**config.mk**
```make
export PLATFORM = sky130hd
export DESIGN_NAME = fir_filter_circular
export DESIGN_NICKNAME = d
export VERILOG_FILES = /design/src/rtl/core/firc_pkg.sv /design/src/rtl/core/firc_cell.sv /design/src/rtl/core/firc_mac.sv /design/src/rtl/core/fir_filter_circular.sv
export VERILOG_INCLUDE_DIRS = /design/src /design/src/rtl/core
export SDC_FILE = /design/constraint.sdc
export NUM_CORES = 2
export LEC_CHECK = 0
export ABC_CLOCK_PERIOD_IN_PS = 8600
export BUFFER_PORTS_ARGS = -buffer_cell sky130_fd_sc_hd__buf_2
export CORE_MARGIN = 2
export CORE_UTILIZATION = 30
export DETAILED_ROUTE_END_ITERATION = 16
export PLACE_DENSITY_LB_ADDON = 0.1
export SYNTH_ARGS = -nofsm -noshare
export SYNTH_HDL_FRONTEND = slang
export SYNTH_SLANG_ARGS = --single-unit
```
**constraint.sdc**
```tcl
create_clock -name clk -period 8.6 [get_ports clk]
set_input_delay 1.29 -clock clk [delete_from_list [all_inputs] [get_ports clk]]
set_output_delay 1.29 -clock clk [all_outputs]
set_load 0.03 [all_outputs]
```
**src/rtl/core/fir_filter_circular_macros.svh**
```systemverilog
// Assertion macros shared by the RTL of the circular FIR filter.
// Define NO_ASSERTIONS to compile every use down to nothing.
`ifndef FIR_FILTER_CIRCULAR_MACROS_SVH
`define FIR_FILTER_CIRCULAR_MACROS_SVH

`ifndef NO_ASSERTIONS

// Whenever cond holds, prop must hold in the same cycle.
`define FIRC_ASSERT_IMPLIES(label, clk, rst_n, cond, prop) \
	label: assert property (@(posedge clk) disable iff (!rst_n) (cond) |-> (prop)) \
		else $error("implication check failed");

// Whenever cond holds, prop must hold in the following cycle.
`define FIRC_ASSERT_NEXT(label, clk, rst_n, cond, prop) \
	label: assert property (@(posedge clk) disable iff (!rst_n) (cond) |=> (prop)) \
		else $error("next-cycle check failed");

`else

`define FIRC_ASSERT_IMPLIES(label, clk, rst_n, cond, prop)
`define FIRC_ASSERT_NEXT(label, clk, rst_n, cond, prop)

`endif

`endif

```
**src/rtl/core/firc_pkg.sv**
```systemverilog
`timescale 1ns / 1ps
`default_nettype none

package firc_pkg;

	localparam int SAMP_W   = 16;
	localparam int COEF_W   = 16;
	localparam int PROD_W   = SAMP_W + COEF_W;
	localparam int FRAC_W   = 15;
	localparam int NT_W     = 6;
	localparam int CI_W     = 5;
	localparam int TAPS_DEF = 32;

	localparam logic [NT_W-1:0] NT_RESET = NT_W'(32);

	// Control that the sequencer broadcasts to every cell of the ring.
	typedef struct packed {
		logic shift;
		logic active;
		logic last;
	} cell_ctrl_t;

	// Marks that travel with one tap pair through the multiply-accumulate.
	typedef struct packed {
		logic vld;
		logic first;
		logic last;
	} tap_ctrl_t;

endpackage

`default_nettype wire

```
**src/rtl/core/firc_cell.sv**
```systemverilog
`timescale 1ns / 1ps
`default_nettype none

// One tap position: holds a coefficient and a history sample.
// The coefficient ring turns toward higher indexes, the history ring toward lower ones.
module firc_cell import firc_pkg::*; (
	input  logic                     clk,
	input  logic                     arst_n,
	input  cell_ctrl_t               ctrl,
	input  logic                     coef_ld,
	input  logic signed [COEF_W-1:0] coef_ld_val,
	input  logic                     hist_wr,
	input  logic signed [SAMP_W-1:0] hist_wr_val,
	input  logic signed [COEF_W-1:0] coef_prev,
	input  logic signed [SAMP_W-1:0] hist_next,
	input  logic signed [SAMP_W-1:0] hist_head,
	output logic signed [COEF_W-1:0] coef,
	output logic signed [SAMP_W-1:0] hist
);

	logic signed [COEF_W-1:0] coef_q;
	logic signed [SAMP_W-1:0] hist_q;

	always_ff @(posedge clk or negedge arst_n) begin
		if (!arst_n) begin
			coef_q <= '0;
			hist_q <= '0;
		end else begin
			if (coef_ld) begin
				coef_q <= coef_ld_val;
			end else if (ctrl.shift && ctrl.active) begin
				coef_q <= coef_prev;
			end
			if (hist_wr) begin
				hist_q <= hist_wr_val;
			end else if (ctrl.shift && ctrl.active) begin
				// The last active cell closes the ring from position zero.
				hist_q <= ctrl.last ? hist_head : hist_next;
			end
		end
	end

	assign coef = coef_q;
	assign hist = hist_q;

endmodule

`default_nettype wire

```
**src/rtl/core/firc_mac.sv**
```systemverilog
`timescale 1ns / 1ps
`default_nettype none

// Shared multiply-accumulate with floor scaling and saturation of the final sum.
module firc_mac import firc_pkg::*; #(
	parameter int ACC_W = PROD_W + 6
) (
	input  logic                     clk,
	input  logic                     arst_n,
	input  logic                     start,
	input  tap_ctrl_t                tap_s1,
	input  logic signed [COEF_W-1:0] coef_s1,
	input  logic signed [SAMP_W-1:0] hist_s1,
	output logic                     done,
	output logic signed [SAMP_W-1:0] result
);

	localparam int Q_W = ACC_W - FRAC_W;
	localparam logic signed [Q_W-1:0] SAT_MAX = Q_W'((1 << (SAMP_W - 1)) - 1);
	localparam logic signed [Q_W-1:0] SAT_MIN = Q_W'(-(1 << (SAMP_W - 1)));
	localparam logic signed [SAMP_W-1:0] RES_MAX = SAMP_W'((1 << (SAMP_W - 1)) - 1);
	localparam logic signed [SAMP_W-1:0] RES_MIN = SAMP_W'(-(1 << (SAMP_W - 1)));

	tap_ctrl_t                ctrl_s2;
	logic signed [PROD_W-1:0] prod_s2;
	logic signed [ACC_W-1:0]  acc_q;
	logic                     done_q;
	logic signed [Q_W-1:0]    scaled;

	always_ff @(posedge clk or negedge arst_n) begin
		if (!arst_n) begin
			ctrl_s2 <= '0;
			done_q  <= 1'b0;
		end else begin
			ctrl_s2 <= tap_s1;
			if (start) begin
				done_q <= 1'b0;
			end else if (ctrl_s2.vld && ctrl_s2.last) begin
				done_q <= 1'b1;
			end
		end
	end

	always_ff @(posedge clk) begin
		prod_s2 <= coef_s1 * hist_s1;
		if (ctrl_s2.vld) begin
			acc_q <= ctrl_s2.first ? ACC_W'(prod_s2) : acc_q + ACC_W'(prod_s2);
		end
	end

	// An arithmetic shift rounds toward minus infinity.
	assign scaled = Q_W'(acc_q >>> FRAC_W);

	always_comb begin
		if (scaled > SAT_MAX) begin
			result = RES_MAX;
		end else if (scaled < SAT_MIN) begin
			result = RES_MIN;
		end else begin
			result = SAMP_W'(scaled);
		end
	end

	assign done = done_q;

endmodule

`default_nettype wire

```
**src/rtl/core/fir_filter_circular.sv**
```systemverilog
`timescale 1ns / 1ps
`default_nettype none

// Direct-form FIR filter over a circular sample history, Q1.15 samples and coefficients.
// An input transfer with kind 0 loads coef_value into tap coef_index and gives
// no result; an index at or above TAPS is ignored. A transfer with kind 1 writes sample at
// the write pointer, forms the sum of coefficient j times the sample j steps back over the
// active taps, and gives one filtered value: the exact sum shifted right by 15 (rounding
// toward minus infinity) and saturated to 16 bits. The number of active taps is num_taps,
// written through cfg_we/cfg_wdata while the block is idle; zero acts as one and values
// above TAPS act as TAPS. For a sample item the coefficient and history rings turn once,
// one tap position a cycle, past a single shared multiplier, followed by the multiply,
// the accumulate and the output load. Coefficients and history reset to zero at once,
// so no clearing pass is needed.
// A finished value waits in the output register while the next item is taken.

`include "fir_filter_circular_macros.svh"

module fir_filter_circular import firc_pkg::*; #(
	parameter int TAPS = TAPS_DEF
) (
	input  logic                     clk,
	input  logic                     arst_n,
	input  logic                     cfg_we,
	input  logic [NT_W-1:0]          cfg_wdata,
	input  logic                     in_valid,
	output logic                     in_stall,
	input  logic                     kind,
	input  logic [CI_W-1:0]          coef_index,
	input  logic signed [COEF_W-1:0] coef_value,
	input  logic signed [SAMP_W-1:0] sample,
	output logic                     out_valid,
	input  logic                     out_stall,
	output logic signed [SAMP_W-1:0] filtered
);

	localparam int IDX_W  = (TAPS > 1) ? $clog2(TAPS) : 1;
	localparam int NT_MAX = (1 << NT_W) - 1;
	localparam int N_MAX  = (TAPS < NT_MAX) ? TAPS : NT_MAX;
	localparam int CMP_W  = (IDX_W > NT_W) ? IDX_W : NT_W;
	localparam int ACC_W  = PROD_W + $clog2(N_MAX + 1);
	localparam logic [NT_W-1:0] N_CAP = NT_W'(N_MAX);

	typedef enum logic [2:0] {
		ST_IDLE  = 3'b001,
		ST_RUN   = 3'b010,
		ST_DRAIN = 3'b100
	} state_t;

	state_t                   state_q;
	logic [NT_W-1:0]          num_taps_q;
	logic [NT_W-1:0]          n_eff;
	logic [IDX_W-1:0]         wp_q;
	logic [IDX_W-1:0]         wp_eff;
	logic [CMP_W-1:0]         wp_plus;
	logic [IDX_W-1:0]         wp_next;
	logic [IDX_W-1:0]         last_idx;
	logic [NT_W-1:0]          cnt_q;
	logic                     cnt_last;
	logic                     in_xfer;
	logic                     start;
	logic                     out_load;
	logic                     out_valid_q;
	logic signed [SAMP_W-1:0] filtered_q;
	logic                     acc_done;
	logic signed [SAMP_W-1:0] mac_result;
	tap_ctrl_t                tap_s1;
	logic signed [COEF_W-1:0] coef_s1;
	logic signed [SAMP_W-1:0] hist_s1;

	logic signed [COEF_W-1:0] coef_w [TAPS];
	logic signed [SAMP_W-1:0] hist_w [TAPS];

	// The tap count register. The user must write it only while the block is idle; the block itself does not enforce this.
	always_ff @(posedge clk or negedge arst_n) begin
		if (!arst_n) begin
			num_taps_q <= NT_RESET;
		end else if (cfg_we) begin
			num_taps_q <= cfg_wdata;
		end
	end

	// Effective tap count: zero behaves as one, anything above the store depth as the depth.
	always_comb begin
		if (num_taps_q == '0) begin
			n_eff = NT_W'(1);
		end else if (num_taps_q > N_CAP) begin
			n_eff = N_CAP;
		end else begin
			n_eff = num_taps_q;
		end
	end

	// If the tap count was lowered below the pointer, the pointer restarts at zero before
	// the new sample is written.
	assign wp_eff   = (CMP_W'(wp_q) >= CMP_W'(n_eff)) ? '0 : wp_q;
	assign wp_plus  = CMP_W'(wp_q) + CMP_W'(1);
	assign wp_next  = (wp_plus >= CMP_W'(n_eff)) ? '0 : IDX_W'(wp_plus);
	assign last_idx = IDX_W'(n_eff - NT_W'(1));
	assign cnt_last = (cnt_q == n_eff - NT_W'(1));

	assign in_stall = (state_q != ST_IDLE);
	assign in_xfer  = in_valid && !in_stall;
	assign start    = in_xfer && kind;

	// The rings. Each turn moves every active coefficient one cell up (the last active one
	// wraps to cell zero) and every active history sample one cell down (cell zero wraps to
	// the last active cell). After s turns cell zero holds coefficient (-s mod n) and the
	// cell at the write pointer holds the sample written (s mod n) positions later in the
	// ring, so each pair read there is one term of the convolution. After n turns both
	// rings are back where they started.
	for (genvar k = 0; k < TAPS; k++) begin : g_cell
		cell_ctrl_t               ctrl;
		logic signed [COEF_W-1:0] coef_prev;
		logic signed [SAMP_W-1:0] hist_next;

		assign ctrl.shift  = (state_q == ST_RUN);
		assign ctrl.active = (CMP_W'(k) < CMP_W'(n_eff));
		assign ctrl.last   = (CMP_W'(k) == CMP_W'(n_eff) - CMP_W'(1));

		if (k == 0) begin : g_head
			assign coef_prev = coef_w[last_idx];
		end else begin : g_body
			assign coef_prev = coef_w[k-1];
		end

		if (k == TAPS - 1) begin : g_tail
			assign hist_next = hist_w[0];
		end else begin : g_inner
			assign hist_next = hist_w[k+1];
		end

		firc_cell u_cell (
			.clk         (clk),
			.arst_n      (arst_n),
			.ctrl        (ctrl),
			.coef_ld     (in_xfer && !kind && (int'(coef_index) == k)),
			.coef_ld_val (coef_value),
			.hist_wr     (start && (wp_eff == IDX_W'(k))),
			.hist_wr_val (sample),
			.coef_prev   (coef_prev),
			.hist_next   (hist_next),
			.hist_head   (hist_w[0]),
			.coef        (coef_w[k]),
			.hist        (hist_w[k])
		);
	end

	// Sequencer: a sample transfer starts n turns of the rings, then the block waits for
	// the accumulator and a free output register.
	always_ff @(posedge clk or negedge arst_n) begin
		if (!arst_n) begin
			state_q <= ST_IDLE;
			wp_q    <= '0;
			cnt_q   <= '0;
			tap_s1  <= '0;
		end else begin
			tap_s1.vld   <= (state_q == ST_RUN);
			tap_s1.first <= (cnt_q == '0);
			tap_s1.last  <= cnt_last;
			unique case (state_q)
				ST_IDLE: begin
					if (start) begin
						wp_q    <= wp_eff;
						cnt_q   <= '0;
						state_q <= ST_RUN;
					end
				end
				ST_RUN: begin
					cnt_q <= cnt_q + NT_W'(1);
					if (cnt_last) begin
						wp_q    <= wp_next;
						state_q <= ST_DRAIN;
					end
				end
				ST_DRAIN: begin
					if (out_load) begin
						state_q <= ST_IDLE;
					end
				end
				default: begin
					state_q <= ST_IDLE;
				end
			endcase
		end
	end

	// Tap pair feeding the multiplier, taken from the two fixed read points of the rings.
	always_ff @(posedge clk) begin
		coef_s1 <= coef_w[0];
		hist_s1 <= hist_w[wp_q];
	end

	firc_mac #(
		.ACC_W (ACC_W)
	) u_mac (
		.clk     (clk),
		.arst_n  (arst_n),
		.start   (start),
		.tap_s1  (tap_s1),
		.coef_s1 (coef_s1),
		.hist_s1 (hist_s1),
		.done    (acc_done),
		.result  (mac_result)
	);

	// Output register. It decouples the result from the next item, which may already be
	// accepted while this value waits for its transfer.
	assign out_load = (state_q == ST_DRAIN) && acc_done && (!out_valid_q || !out_stall);

	always_ff @(posedge clk or negedge arst_n) begin
		if (!arst_n) begin
			out_valid_q <= 1'b0;
		end else if (out_load) begin
			out_valid_q <= 1'b1;
		end else if (!out_stall) begin
			out_valid_q <= 1'b0;
		end
	end

	always_ff @(posedge clk) begin
		if (out_load) begin
			filtered_q <= mac_result;
		end
	end

	assign out_valid = out_valid_q;
	assign filtered  = filtered_q;

	`FIRC_ASSERT_NEXT(a_sample_starts_run, clk, arst_n, start, state_q == ST_RUN)
	`FIRC_ASSERT_NEXT(a_coef_load_stays_idle, clk, arst_n, in_xfer && !kind, state_q == ST_IDLE)
	`FIRC_ASSERT_IMPLIES(a_run_count_in_range, clk, arst_n, state_q == ST_RUN, cnt_q < n_eff)
	`FIRC_ASSERT_IMPLIES(a_result_from_drain, clk, arst_n, $rose(out_valid_q), $past(state_q) == ST_DRAIN)

endmodule

`default_nettype wire

```
==> run_results.csv <==
group,metric,value,unit
outcome,status,"complete, no violations",
clock_tree,cts_root_buf,"clkbuf_16",
clock_tree,cts_setup_buffers,0,
yosys,netlist_top_cells_count,"1924 x nand2_1, 1050 x dfrtp_1, 720 x a21oi_1, 519 x nor2_1, 503 x clkbuf_1",
yosys,synthFlopType,"dfrtp_1",
clock_tree,cts_tree,"done",
clock_tree,cts.sinks,1170,
critical_path,cp.required,9.26,ns
sta,period_share,0.810,
critical_path,worstReg2RegStart,"hist_s1[2]$_DFF_P_",
yosys,yosys.area.top_type,"dfrtp_1",
die,core,246000,µm²
sta,clock.fmax,143,MHz
global_routing,grt_max_degree,162,
sta,drv_slew,0,
placed_design,io_buffer_count,66,
finish,area_growth,12.2,%
die,die_h,502,µm
placed_design,gp_routability_congestion,0.858,
yosys,synth_cells,7945,
clock_tree,cts-resized-gates,0,
routing,antenna_left,0,
critical_path,critPathKind,"reg2reg",
routing,drt_iter0_drc,6501,
yosys,yosys.cell_types.count,88,
finish,fin_nets,8149,
run,cap_violations,0,
sta,final-setup-viol-count,0,
critical_path,r2r_cells,21,
yosys,synthAdderAreaFrac,0.0941,
clock_tree,insertion_delay,0.82,ns
clock_tree,path_clk_slew,0.06,ns
die,die_area,252000,µm²
global_routing,gr-total-overflow,0,
routing,wl,313000,µm
die,std_cell_rows,182,
global_routing,grt_pass1_wl,458000,µm
critical_path,crit_arrival,7.63,ns
routing,num_vias,62800,
placed_design,dpl.hpwl,203000,µm
critical_path,r2r_slack,1.63,ns
worst_hold_path,min_path_type,"reg2reg",
finish,stdcell_area,83300,µm²
yosys,synth_edf_count,54,
yosys,synth_top_family_by_area,"compound AO/OA/AOI/OAI gates",
yosys,ys_top_cells_by_area,"dfrtp_1 35%, nand2_1 9.7%, mux4_2 8.2%",
yosys,synth_area,74300,µm²
die,fp.dieW,502,µm
sta,worst_clock_skew,0.0623,ns
yosys,async_flop_share,0.899,
routing,routedWlPerCell,28.1,µm
routing,drcViolationCount,0,
sta,rsz0062_at_grt,"no",
yosys,yosys.area_share.simple,0.158,
yosys,synth_compound_area_frac,0.177,
yosys,ys_warn_count,0,
yosys,synth_xor_area_frac,0.00815,
clock_tree,clockBufferDepth,3,
yosys,synth_top_area_share,0.354,
die,io_pins,67,
clock_tree,numCtsBuffers,153,
yosys,ys_seq_elements,1170,
sta,setup-tns-final,0,ns
yosys,syn_nets,8395,
worst_hold_path,hold_end,"u_mac.ctrl_s2[1]$_DFF_PN0_",
routing,via_per_inst,5.64,
critical_path,r2r-end,"u_mac.prod_s2[31]$_DFF_P_",
global_routing,antenna_found_initial,18,
critical_path,startpoint_type,"flip-flop",
sta,worst_slew_pin_slew,1.36,ns
placed_design,dpl_cell_area,78100,µm²
sta,min_period,6.97,ns
sta,slew_headroom,0.0894,
clock_tree,htree_num_levels,4,
yosys,yosysMostFrequentCell,"nand2_1",
critical_path,path_max_fanout,16,
yosys,yosysSeqAreaShare,0.394,
yosys,muxShareOfSynthArea,0.116,
yosys,synth.avg_cell_area,9.35,µm²
sta,finalHoldViolCount,0,
routing,dr.pass1.iters,7,
finish,drive_above_1_share,0.118,
die,start_util,0.302,
worst_hold_path,min_from,"tap_s1[1]$_DFF_PN0_",
global_routing,grt_usage,0.246,
worst_hold_path,hold_depth,0,
global_routing,grt_pass1_vias,62000,
clock_tree,hold_buffers,0,
critical_path,endpoint_kind,"flip-flop",
## routing by layer
layer  vias up  wire (µm)  GRT usage
li1      27600          -          -
met1     32200     141000      0.351
met2      2539     140000      0.381
met3       496      20200     0.0356
met4        12      11300     0.0817
met5         -         71          0
## kinds of logic (layout without fill, tap and decap cells)
group	count (synthesis)	in the layout
AO/OA/AOI/OAI	1929	1929
flip-flops	1170	1170
buffers and inverters	1004	885
multiplexers	519	519
AND/OR/NAND/NOR	2855	2855
other	0	4
adder cells (fa/ha/maj)	401	401
XOR/XNOR	67	67
## cells in the final DEF, fill, tap and decap left out, types with 26 or more instances in the layout
cell type and count:
nand2_1 1920, dfrtp_1 1039, a21oi_1 711, nor2_1 495, a221o_1 480, inv_1 335
mux4_2 272, fa_1 263, mux2i_1 224, o21ai_0 190, buf_4 186, a31oi_1 166
clkbuf_16 155, ha_1 138, and2_1 128, nand3_1 106, a22oi_1 78, o22ai_1 75
buf_2 65, dfxtp_1 64, edfxtp_1 54, a21o_1 46, clkbuf_1 44, clkbuf_8 44
xnor2_1 38, nor3_1 32, o21a_1 29, nor2_2 28, xor2_1 27, o211ai_1 26
## flip-flops by register name, indices dropped and copies added, names as in the netlist, 6 cells and up
| signal | flops |
|---|---|
| coef_s1 | 16 |
| u_mac.acc_q | 38 |
| num_taps_q | 6 |
| g_cell.u_cell.coef | 512 |
| g_cell.u_cell.hist | 512 |
| u_mac.prod_s2 | 32 |
| filtered | 16 |
| hist_s1 | 16 |
| cnt_q | 6 |
## worst max-delay path, cell delays in order, from the launching register on
cell and delay (ns):
dfxtp_1 0.80, nand2_1 0.25, fa_1 0.66, inv_1 0.14
fa_1 0.50, inv_1 0.05, fa_1 0.50, inv_1 0.05
fa_1 0.48, fa_1 0.49, inv_1 0.05, fa_1 0.48
inv_1 0.04, ha_1 0.44, nand3_1 0.17, nor4_1 0.28
o221ai_1 0.17, nor3b_1 0.21, o41a_1 0.46, or2_2 0.30
a31oi_1 0.20, xnor2_1 0.09
## cell type report
cell class | count | area (µm²)
fill | 25000 | 163000
multi-input combinational | 5771 | 41500
sequential | 1170 | 29200
clock buffer | 242 | 4640
tap | 3312 | 4140
timing repair buffer | 263 | 1950
inverter | 340 | 1280
clock inverter | 40 | 576
antenna | 4 | 10.0
## metrics by stage
step / setup slack (ns) / cells / utilization / hold WS [ns]
global placement: 1.74 / 10900 / 0.317 / 0.335
CTS: 1.68 / 11100 / 0.338 / 0.348
global route: 1.23 / 11100 / 0.339 / 0.362
floorplan: 2.40 / 7945 / - / 0.331
finish: 1.63 / 11100 / 0.339 / 0.342
detailed placement: 1.73 / 10900 / 0.317 / 0.335
## worst max path at each step
stage	start	endpoint	slack [ns]	cells after the start
floorplan	coef_s1[15]$_DFF_P_	u_mac.prod_s2[31]$_DFF_P_	2.40	23
global placement	hist_s1[2]$_DFF_P_	u_mac.prod_s2[31]$_DFF_P_	1.74	21
detailed placement	hist_s1[2]$_DFF_P_	u_mac.prod_s2[31]$_DFF_P_	1.73	21
CTS	hist_s1[2]$_DFF_P_	u_mac.prod_s2[31]$_DFF_P_	1.68	21
global route	hist_s1[2]$_DFF_P_	u_mac.prod_s2[31]$_DFF_P_	1.23	21
finish	hist_s1[2]$_DFF_P_	u_mac.prod_s2[31]$_DFF_P_	1.63	21
Power is left out: the tool's default activity adds up to more than one toggle a clock period on the data nets, which glitch-free logic cannot reach.
